==> config.mk <==
export PLATFORM = sky130hd
export DESIGN_NAME = sdsf_emit_flat
export DESIGN_NICKNAME = d
export VERILOG_FILES = /design/src/hdl/sdsf_pkg.sv /design/src/hdl/sdsf_if.sv /design/src/hdl/sdsf_emit.sv /design/src/flat_wrapper.sv
export SDC_FILE = /design/constraint.sdc
export NUM_CORES = 1
export LEC_CHECK = 0
export BUFFER_PORTS_ARGS = -buffer_cell sky130_fd_sc_hd__buf_2
export CAP_MARGIN = 0
export CORE_AREA = 2 2 234 121
export CTS_BUF_LIST = sky130_fd_sc_hd__clkbuf_4 sky130_fd_sc_hd__clkbuf_8
export CTS_CLUSTER_DIAMETER = 30
export DETAILED_ROUTE_END_ITERATION = 8
export DIE_AREA = 0 0 236 123
export SETUP_SLACK_MARGIN = 0.2
export SYNTH_ARGS = -nofsm -noshare
export SYNTH_HDL_FRONTEND = slang
export SYNTH_SLANG_ARGS = --single-unit
==> constraint.sdc <==
create_clock -name i_clk -period 5.2 [get_ports i_clk]
set_clock_uncertainty 0.2 [all_clocks]
set_input_delay 0.26 -clock i_clk [delete_from_list [all_inputs] [get_ports i_clk]]
set_output_delay 0.26 -clock i_clk [all_outputs]
set_load 0.02 [all_outputs]
==> src/hdl/sdsf_pkg.sv <==
// Shared types, register codes and the gain table of the stereo DAC sample formatter.
package sdsf_pkg;

    localparam int unsigned SAMPLE_W = 32;
    localparam int unsigned GAIN_W   = 30;
    localparam int unsigned GAIN_SHIFT = 29;
    localparam int unsigned CFG_IDX_W  = 2;
    localparam int unsigned CFG_DATA_W = 7;

    // Configuration register indexes
    localparam logic [CFG_IDX_W-1:0] CFG_OUTPUT_MODE    = 2'd0;
    localparam logic [CFG_IDX_W-1:0] CFG_SAMPLE_WIDTH   = 2'd1;
    localparam logic [CFG_IDX_W-1:0] CFG_ATTEN_LEFT_DB  = 2'd2;
    localparam logic [CFG_IDX_W-1:0] CFG_ATTEN_RIGHT_DB = 2'd3;

    // Output mode codes; code three behaves as plain
    localparam logic [1:0] MODE_PLAIN      = 2'd0;
    localparam logic [1:0] MODE_INTERLEAVE = 2'd1;
    localparam logic [1:0] MODE_DUAL       = 2'd2;

    // Sample width codes; code three behaves as 32 bits
    localparam logic [1:0] WIDTH_16 = 2'd0;
    localparam logic [1:0] WIDTH_24 = 2'd1;
    localparam logic [1:0] WIDTH_32 = 2'd2;

    typedef struct packed {
        logic [SAMPLE_W-1:0] left;
        logic [SAMPLE_W-1:0] right;
    } t_pair;

    // Q29 gain for whole-dB attenuation; above 100 dB hold the last step
    function automatic logic [31:0] gain_of(input logic [6:0] atten);
        logic [31:0] g;
        case (atten)
            7'd0: g = 32'h20000000; 7'd1: g = 32'h1c8520af; 7'd2: g = 32'h196b230b;
            7'd3: g = 32'h16a77dea; 7'd4: g = 32'h1430cd74; 7'd5: g = 32'h11feb33c;
            7'd6: g = 32'h1009b9cf; 7'd7: g = 32'h0e4b3b63; 7'd8: g = 32'h0cbd4b3f;
            7'd9: g = 32'h0b5aa19b; 7'd10: g = 32'h0a1e89b1; 7'd11: g = 32'h0904d1bd;
            7'd12: g = 32'h0809bcc3; 7'd13: g = 32'h0729f5d9; 7'd14: g = 32'h066284d5;
            7'd15: g = 32'h05b0c438; 7'd16: g = 32'h05125831; 7'd17: g = 32'h04852697;
            7'd18: g = 32'h04074fcb; 7'd19: g = 32'h03972853; 7'd20: g = 32'h03333333;
            7'd21: g = 32'h02da1cde; 7'd22: g = 32'h028ab6b4; 7'd23: g = 32'h0243f2fd;
            7'd24: g = 32'h0204e158; 7'd25: g = 32'h01ccab86; 7'd26: g = 32'h019a9294;
            7'd27: g = 32'h016dec56; 7'd28: g = 32'h0146211f; 7'd29: g = 32'h0122a9c2;
            7'd30: g = 32'h01030dc4; 7'd31: g = 32'h00e6e1c6; 7'd32: g = 32'h00cdc613;
            7'd33: g = 32'h00b76562; 7'd34: g = 32'h00a373ae; 7'd35: g = 32'h0091ad38;
            7'd36: g = 32'h0081d59e; 7'd37: g = 32'h0073b70f; 7'd38: g = 32'h00672194;
            7'd39: g = 32'h005bea6e; 7'd40: g = 32'h0051eb85; 7'd41: g = 32'h004902e3;
            7'd42: g = 32'h00411245; 7'd43: g = 32'h0039feb2; 7'd44: g = 32'h0033b022;
            7'd45: g = 32'h002e1127; 7'd46: g = 32'h00290ea8; 7'd47: g = 32'h002497a2;
            7'd48: g = 32'h00209ce9; 7'd49: g = 32'h001d10f9; 7'd50: g = 32'h0019e7c6;
            7'd51: g = 32'h00171693; 7'd52: g = 32'h001493ce; 7'd53: g = 32'h001256f0;
            7'd54: g = 32'h0010585e; 7'd55: g = 32'h000e9152; 7'd56: g = 32'h000cfbc3;
            7'd57: g = 32'h000b924e; 7'd58: g = 32'h000a5028; 7'd59: g = 32'h0009310b;
            7'd60: g = 32'h00083126; 7'd61: g = 32'h00074d16; 7'd62: g = 32'h000681d3;
            7'd63: g = 32'h0005ccab; 7'd64: g = 32'h00052b36; 7'd65: g = 32'h00049b50;
            7'd66: g = 32'h00041b10; 7'd67: g = 32'h0003a8c3; 7'd68: g = 32'h000342e4;
            7'd69: g = 32'h0002e818; 7'd70: g = 32'h0002972d; 7'd71: g = 32'h00024f0e;
            7'd72: g = 32'h00020ec7; 7'd73: g = 32'h0001d57e; 7'd74: g = 32'h0001a26f;
            7'd75: g = 32'h000174ee; 7'd76: g = 32'h00014c60; 7'd77: g = 32'h0001283b;
            7'd78: g = 32'h00010804; 7'd79: g = 32'h0000eb4d; 7'd80: g = 32'h0000d1b7;
            7'd81: g = 32'h0000bae8; 7'd82: g = 32'h0000a695; 7'd83: g = 32'h00009477;
            7'd84: g = 32'h00008452; 7'd85: g = 32'h000075ee; 7'd86: g = 32'h0000691b;
            7'd87: g = 32'h00005dad; 7'd88: g = 32'h0000537d; 7'd89: g = 32'h00004a68;
            7'd90: g = 32'h00004251; 7'd91: g = 32'h00003b1b; 7'd92: g = 32'h000034ad;
            7'd93: g = 32'h00002ef3; 7'd94: g = 32'h000029d7; 7'd95: g = 32'h0000254b;
            7'd96: g = 32'h0000213c; 7'd97: g = 32'h00001d9f; 7'd98: g = 32'h00001a66;
            7'd99: g = 32'h00001787;
            default: g = 32'h000014f8;
        endcase
        return g;
    endfunction

    // Bit-interleave two halves: a bit i to 2i+1, b bit i to 2i
    function automatic logic [31:0] weave(input logic [15:0] a, input logic [15:0] b);
        logic [31:0] w;
        for (int i = 0; i < 16; i++) begin
            w[2*i+1] = a[i];
            w[2*i]   = b[i];
        end
        return w;
    endfunction

    // Two's complement negate, most negative value clamps to the maximum
    function automatic logic [31:0] negate_sat(input logic [31:0] x);
        logic [31:0] r;
        if (x == 32'h80000000) begin
            r = 32'h7fffffff;
        end else begin
            r = 32'd0 - x;
        end
        return r;
    endfunction

endpackage

==> src/hdl/sdsf_if.sv <==


interface sdsf_out_if;
    logic        valid;
    logic        ready;
    logic [31:0] word;
    logic        last;
    modport source (output valid, output word, output last, input ready);
    modport sink   (input valid, input word, input last, output ready);
endinterface

==> src/hdl/sdsf_emit.sv <==
// Sequence two or four DAC words per scaled pair through one output register.
module sdsf_emit (
    input  logic            i_clk,
    input  logic            i_rst_n,
    input  logic            i_valid,
    output logic            o_ready,
    input  sdsf_pkg::t_pair i_pair,
    input  logic [1:0]      i_output_mode,
    sdsf_out_if.source      o_out
);

    sdsf_pkg::t_pair r_pair;
    logic [1:0]      r_idx;
    logic            r_valid;
    logic [31:0]     r_word;
    logic            r_last;

    logic            load;
    logic            step;
    logic [1:0]      n_idx;
    sdsf_pkg::t_pair sel_pair;
    logic [31:0]     n_word;
    logic            n_last;
    logic [31:0]     neg_l;
    logic [31:0]     neg_r;

    assign o_ready = !r_valid || (o_out.ready && r_last);
    assign load    = o_ready && i_valid;
    assign step    = r_valid && o_out.ready && !r_last;

    always_comb begin
        sel_pair = load ? i_pair : r_pair;
        n_idx    = load ? 2'd0 : r_idx + 2'd1;
        neg_l    = sdsf_pkg::negate_sat(sel_pair.left);
        neg_r    = sdsf_pkg::negate_sat(sel_pair.right);
        n_last   = (n_idx == 2'd1);
        case (i_output_mode) inside
            sdsf_pkg::MODE_INTERLEAVE, sdsf_pkg::MODE_DUAL: begin
                case (n_idx)
                    2'd0:    n_word = sdsf_pkg::weave(sel_pair.left[15:0], sel_pair.right[15:0]);
                    2'd1:    n_word = sdsf_pkg::weave(sel_pair.left[31:16],
                                                      sel_pair.right[31:16]);
                    2'd2:    n_word = sdsf_pkg::weave(neg_l[15:0], neg_r[15:0]);
                    default: n_word = sdsf_pkg::weave(neg_l[31:16], neg_r[31:16]);
                endcase
                if (i_output_mode == sdsf_pkg::MODE_DUAL) begin
                    n_last = (n_idx == 2'd3);
                end
            end
            default: begin
                n_word = (n_idx == 2'd0) ? sel_pair.left : sel_pair.right;
            end
        endcase
    end

    always_ff @(posedge i_clk) begin
        if (!i_rst_n) begin
            r_valid <= 1'b0;
        end else if (load) begin
            r_valid <= 1'b1;
        end else if (o_out.ready) begin
            r_valid <= r_valid && !r_last;
        end
    end

    always_ff @(posedge i_clk) begin
        if (load) begin
            r_pair <= i_pair;
        end
        if (load || step) begin
            r_idx  <= n_idx;
            r_word <= n_word;
            r_last <= n_last;
        end
    end

    assign o_out.valid = r_valid;
    assign o_out.word  = r_word;
    assign o_out.last  = r_last;

endmodule
==> src/flat_wrapper.sv <==
// flat-port wrapper written by rule: the top's interface ports become plain ports
module sdsf_emit_flat 
  (i_clk, i_rst_n, i_valid, o_ready, i_pair, i_output_mode, o_out_valid, o_out_word, o_out_last, o_out_ready);
  sdsf_out_if o_out_i ();
  input  logic i_clk;
  input  logic i_rst_n;
  input  logic i_valid;
  output logic o_ready;
  input  sdsf_pkg::t_pair i_pair;
  input  logic [1:0] i_output_mode;
  output wire logic [$bits(o_out_i.valid)-1:0] o_out_valid;
  output wire logic [$bits(o_out_i.word)-1:0] o_out_word;
  output wire logic [$bits(o_out_i.last)-1:0] o_out_last;
  input wire logic [$bits(o_out_i.ready)-1:0] o_out_ready;
  assign o_out_valid = o_out_i.valid;
  assign o_out_word = o_out_i.word;
  assign o_out_last = o_out_i.last;
  assign o_out_i.ready = o_out_ready;
  sdsf_emit u_core (.i_clk(i_clk), .i_rst_n(i_rst_n), .i_valid(i_valid), .o_ready(o_ready), .i_pair(i_pair), .i_output_mode(i_output_mode), .o_out(o_out_i));
endmodule
Word level (Yosys, flattened, before mapping):

Index checks and enable logic that the tools add are counted.

* bits in registers: 100
* logic and storage cells: 39
* input port bits: 70

* add/subtract/negate cells: 3
* multiplexer cells: 11
* eq/ne operators: 7
* reductions and logical operators: 12

Operator list (number)
* 32-bit 2-to-1 mux: 4
* 32-bit case mux with 3 select lines: 1
* 32-bit == test (second input constant): 2
* 64-bit 2-to-1 mux: 1
* 1-bit by 32-bit subtractor with 32-bit output (first input constant): 2
* 2-bit == test (second input constant): 3
* 1-bit logical AND: 5
* 2-bit by 1-bit == test with 1-bit output (second input constant): 2
* 1-bit 2-to-1 mux: 4
* 2-bit by 1-bit adder with 2-bit output (second input constant): 1
* 1-bit logical NOT: 2
* 2-bit logical NOT: 1
* 1-bit logical OR: 2
* 2-bit 2-to-1 mux: 1
* 2-bit nonzero test: 1
* 2-bit OR reduction: 1

Depth between registers and ports, before layout:

* depth in word-level cells: 8
* gate-level depth with buffers: 11
* depth with buffers taken out: 9

Worst setup path before layout:

OpenSTA, ideal clock, no wires.

* path type: reg2reg
* from: register u_core.r_last (netlist: u_core.o_out.last)
* to: register u_core.r_word[22] (netlist: u_core.o_out.word[22]), data pin
* setup time: 170 ps
* stages on the path, launching flop included: 10
* path slack: 2417 ps
* arrival: 2413 ps
* path through: edfxtp_1 > a21boi_4 > inv_2 > nand2_2 > mux2i_1 > inv_1 > a211o_1 > nor2_2 > nand2_1 > a311oi_2

RTL lines
* start, declared: RTL line sdsf_emit.sv:16 `logic r_last;`
* start signal, assigned: RTL line sdsf_emit.sv:73 `r_last <= n_last;`
* end signal, assigned: RTL line sdsf_emit.sv:72 `r_word <= n_word;`
* end, declared: RTL line sdsf_emit.sv:15 `logic [31:0] r_word;`

Final worst setup path:

* from: register u_core.r_last (netlist: u_core.o_out.last)
* to: register u_core.r_word[3] (netlist: u_core.o_out.word[3]), data pin

* longest elaborated chain between the ends: 8

Ends and longest elaborated chain
* 1-bit logical AND *: RTL line sdsf_emit.sv:27 `assign o_ready = !r_valid || (o_out.ready && r_last);`
* 1-bit logical OR *: RTL line sdsf_emit.sv:27
* 1-bit logical AND *: RTL line sdsf_emit.sv:28 `assign load = o_ready && i_valid;`
* 64-bit 2-to-1 mux
* 1-bit by 32-bit subtractor with 32-bit output / 32-bit == test (equally long branches): RTL line sdsf_pkg.sv:90, sdsf_pkg.sv:87
* 32-bit 2-to-1 mux: RTL line sdsf_pkg.sv:87 `if (x == 32'h80000000) begin`
* 32-bit case mux with 3 select lines: RTL line sdsf_emit.sv:39 `case (n_idx)`
* 32-bit 2-to-1 mux *: RTL line sdsf_emit.sv:37 `case (i_output_mode) inside`
* via u_core.n_word[3]: RTL line sdsf_emit.sv:22 `logic [31:0] n_word;`

Mark *: on every way through the listed nets, which the timed path passes. The rest lies on a longest branch.
A chain may end at the register's enable or synchronous reset.

==> reports/metrics.csv <==
metric,value,unit
largest net degree at the start of global routing,38,
Clock Root Buffer,clkbuf_8,
final hold vios,0,
Mapped Avg Cell Area,8.11,sq um
required time worst endpoint,5120,ps
Vias,7454,
Remaining DRCs,0,
Max IR drop VDD,0.134,mV
Worst-path clk slew,100,ps
#FFs+latches synth,100,
WS Path Type,reg -> reg,
synth warn,0,
"count leader, synth",nand2_1,
Worst Setup SP,u_core.o_out.last$_DFFE_PP_,
Cell variety after synth,82,
Synth async-reset ratio,0,%
mapped cell area,6620,sq um
Starting DRT DRC Count,1112,
hpwl dp,25300,um
Antenna diodes,0,
crit path time final,4160,ps
Final nets,1018,
Post-synth EDFFs,35,
Peak Freq,240,MHz
HP Start,i_pair[57],
Initial Util,24.5,%
clk_lat worst skew,420,ps
Top Ports,105,
# setup viols final,0,
cell accounting for the most synthesized area,dfxtp_1,
setup bufs post-CTS,0,
Startpoint Class,flip-flop,
die width,236,um
DIE AREA,29000,sq um
number of buffers added on ports,104,
syn nets,887,
Detailed Routing Iterations Pass 1,6,
PD cells,322,nW/um^2
Max Cap Viol,0,
# hold bufs at CTS,41,
Tcrit/Tclk final,80.0,%
Via density,5.68,
Sink Count,100,
vias in the first global route,6820,
first-pass GRT wire length,46600,um
gr usage total,22.3,%
max_slew headroom,16.9,%
top-area cell type share of the netlist area,19.7,%
total wire length,32500,um
initial antenna violation count,1,
Die H,123,um
Slew @ Worst Pin,1220,ps
Post-CTS Resized,0,
worst r2r src,u_core.o_out.last$_DFFE_PP_,
GRT overflow,0,
leak pwr,3.31,nW
WP data arrival,4080,ps
RSZ-0062 raised after global routing,false,
top_reg_cell synth,dfxtp_1,
sequential element share of the synthesized area,35.5,%
synth top area cells,"dfxtp_1, edfxtp_1, nand2_1",
Design Power,2.63,mW
Final TNS setup,0,ps
Post-DRT Antenna Nets,0,
final-report max-slew violation count,0,
min-delay worst type,in -> reg,
Site Rows,43,
clk buf depth,2,
CTS Buf Count,9,
"Area growth, synth to finish",23.5,%
Post-synth top cells,"nand2_1, nor2_1, o21ai_0",
layout cells sized above 1,19.7,%
Routed WL per cell,24.7,um
H-tree depth,3,
status,"complete, no violations",
critical path capture point type,flip-flop,
CTS tree,built,
largest fanout on the critical path,31,
FILL cells,2873,
Placeable Area,27100,sq um
Cells after Synth,816,
Final GP Congestion,0.983,
final timing paths:
| kind | endpoint | depth (start not counted) | slack [ps] |
|---|---|---|---|
| setup / recovery | u_core.o_out.word[3]$_DFFE_PP_ | 9 | 1040 |
| hold / removal | u_core.r_pair[57]$_DFF_P_ | 3 | 10 |
| setup reg to reg | u_core.o_out.word[3]$_DFFE_PP_ | 9 | 1040 |
| hold reg to reg | u_core.r_pair[49]$_DFF_P_ | 2 | 320 |
critical path, cell delays in order, from the launching register on:
cell	delay, ps
edfxtp_1	450
a21boi_4	400
inv_2	260
nand2_4	450
mux2i_1	410
o2111ai_1	170
buf_4	230
nand2_1	410
nor2_1	200
a221oi_1	640
sequential cells by signal (all words and copies together), names as in the netlist:
register	flops
u_core.o_out.word	32
u_core.r_pair	64
u_core.o_out.valid	1
u_core.r_idx	2
u_core.o_out.last	1
layer usage:
metal,routed length [um],GRT usage (%),up-vias
li1,-,-,3275
met1,15100,33.4,3534
met2,10800,25.9,605
met3,6210,13.3,38
met4,364,3.66,2
met5,10,0,-
where the power goes:
part	internal, mW	switching [mW]	leakage, nW
Clock	0.272	0.309	0.112
Combinational	0.319	0.661	2.30
Sequential	0.959	0.113	0.892
Total	1.55	1.08	3.31
logic make-up after synthesis:
group | Yosys count | synth area share [%]
xor gates and xnor gates | 21 | 2.78
DFF | 100 | 35.5
buffers and inverters | 85 | 5.39
AOI/OAI and AO/OA | 245 | 25.2
muxes | 55 | 8.65
adders and majority gates | 1 | 0.189
and+or+nand+nor | 309 | 22.3
cells in the final DEF (no fill, tap or decap), types with 4 or more instances in the layout:
cell type,n
a31oi_1,7
buf_4,20
clkbuf_8,11
or4_1,11
nand4_1,9
xor2_1,5
nand2b_1,5
o21a_1,5
inv_1,36
xnor2_1,16
or2_2,4
a21o_1,12
nor3_1,21
dlygate4sd3_1,42
clkbuf_4,4
o2111ai_1,4
a21oi_1,46
a221oi_1,10
edfxtp_1,35
a211oi_1,10
nor3_2,4
or3_1,10
o21ai_0,71
o211ai_1,14
mux2_2,14
nand3_1,9
dfxtp_1,65
mux2i_1,40
nand2_1,128
nor4_1,10
nor2_1,75
o31ai_1,7
o221ai_1,5
buf_2,104
o22ai_1,9
per-stage QoR:
step | instance area, sq um | utilization, % | cells | hold WS (ps) | setup WS, ps
2_1_floorplan | 6620 | - | 816 | 169 | 2420
3_3_place_gp | 7550 | 27.9 | 1254 | 299 | 1430
3_5_place_dp | 7550 | 27.9 | 1254 | 305 | 1330
4_1_cts | 8170 | 30.2 | 1311 | 1.80 | 1280
5_1_grt | 8180 | 30.2 | 1312 | 15.5 | 1010
6_report | 8180 | 30.2 | 1312 | 13.6 | 1040
final cells by class:
type,count,area (sq um),share of cell area (%)
clock buffers,15,181,2.22
clock inverters,1,30.0,0.367
inverters,39,146,1.79
multi-input cells,631,3930,48.0
flip-flops and latches,100,2350,28.8
well taps,360,450,5.51
repair buffers,166,1090,13.3
Note: power is estimated with default switching activity, not from simulation.
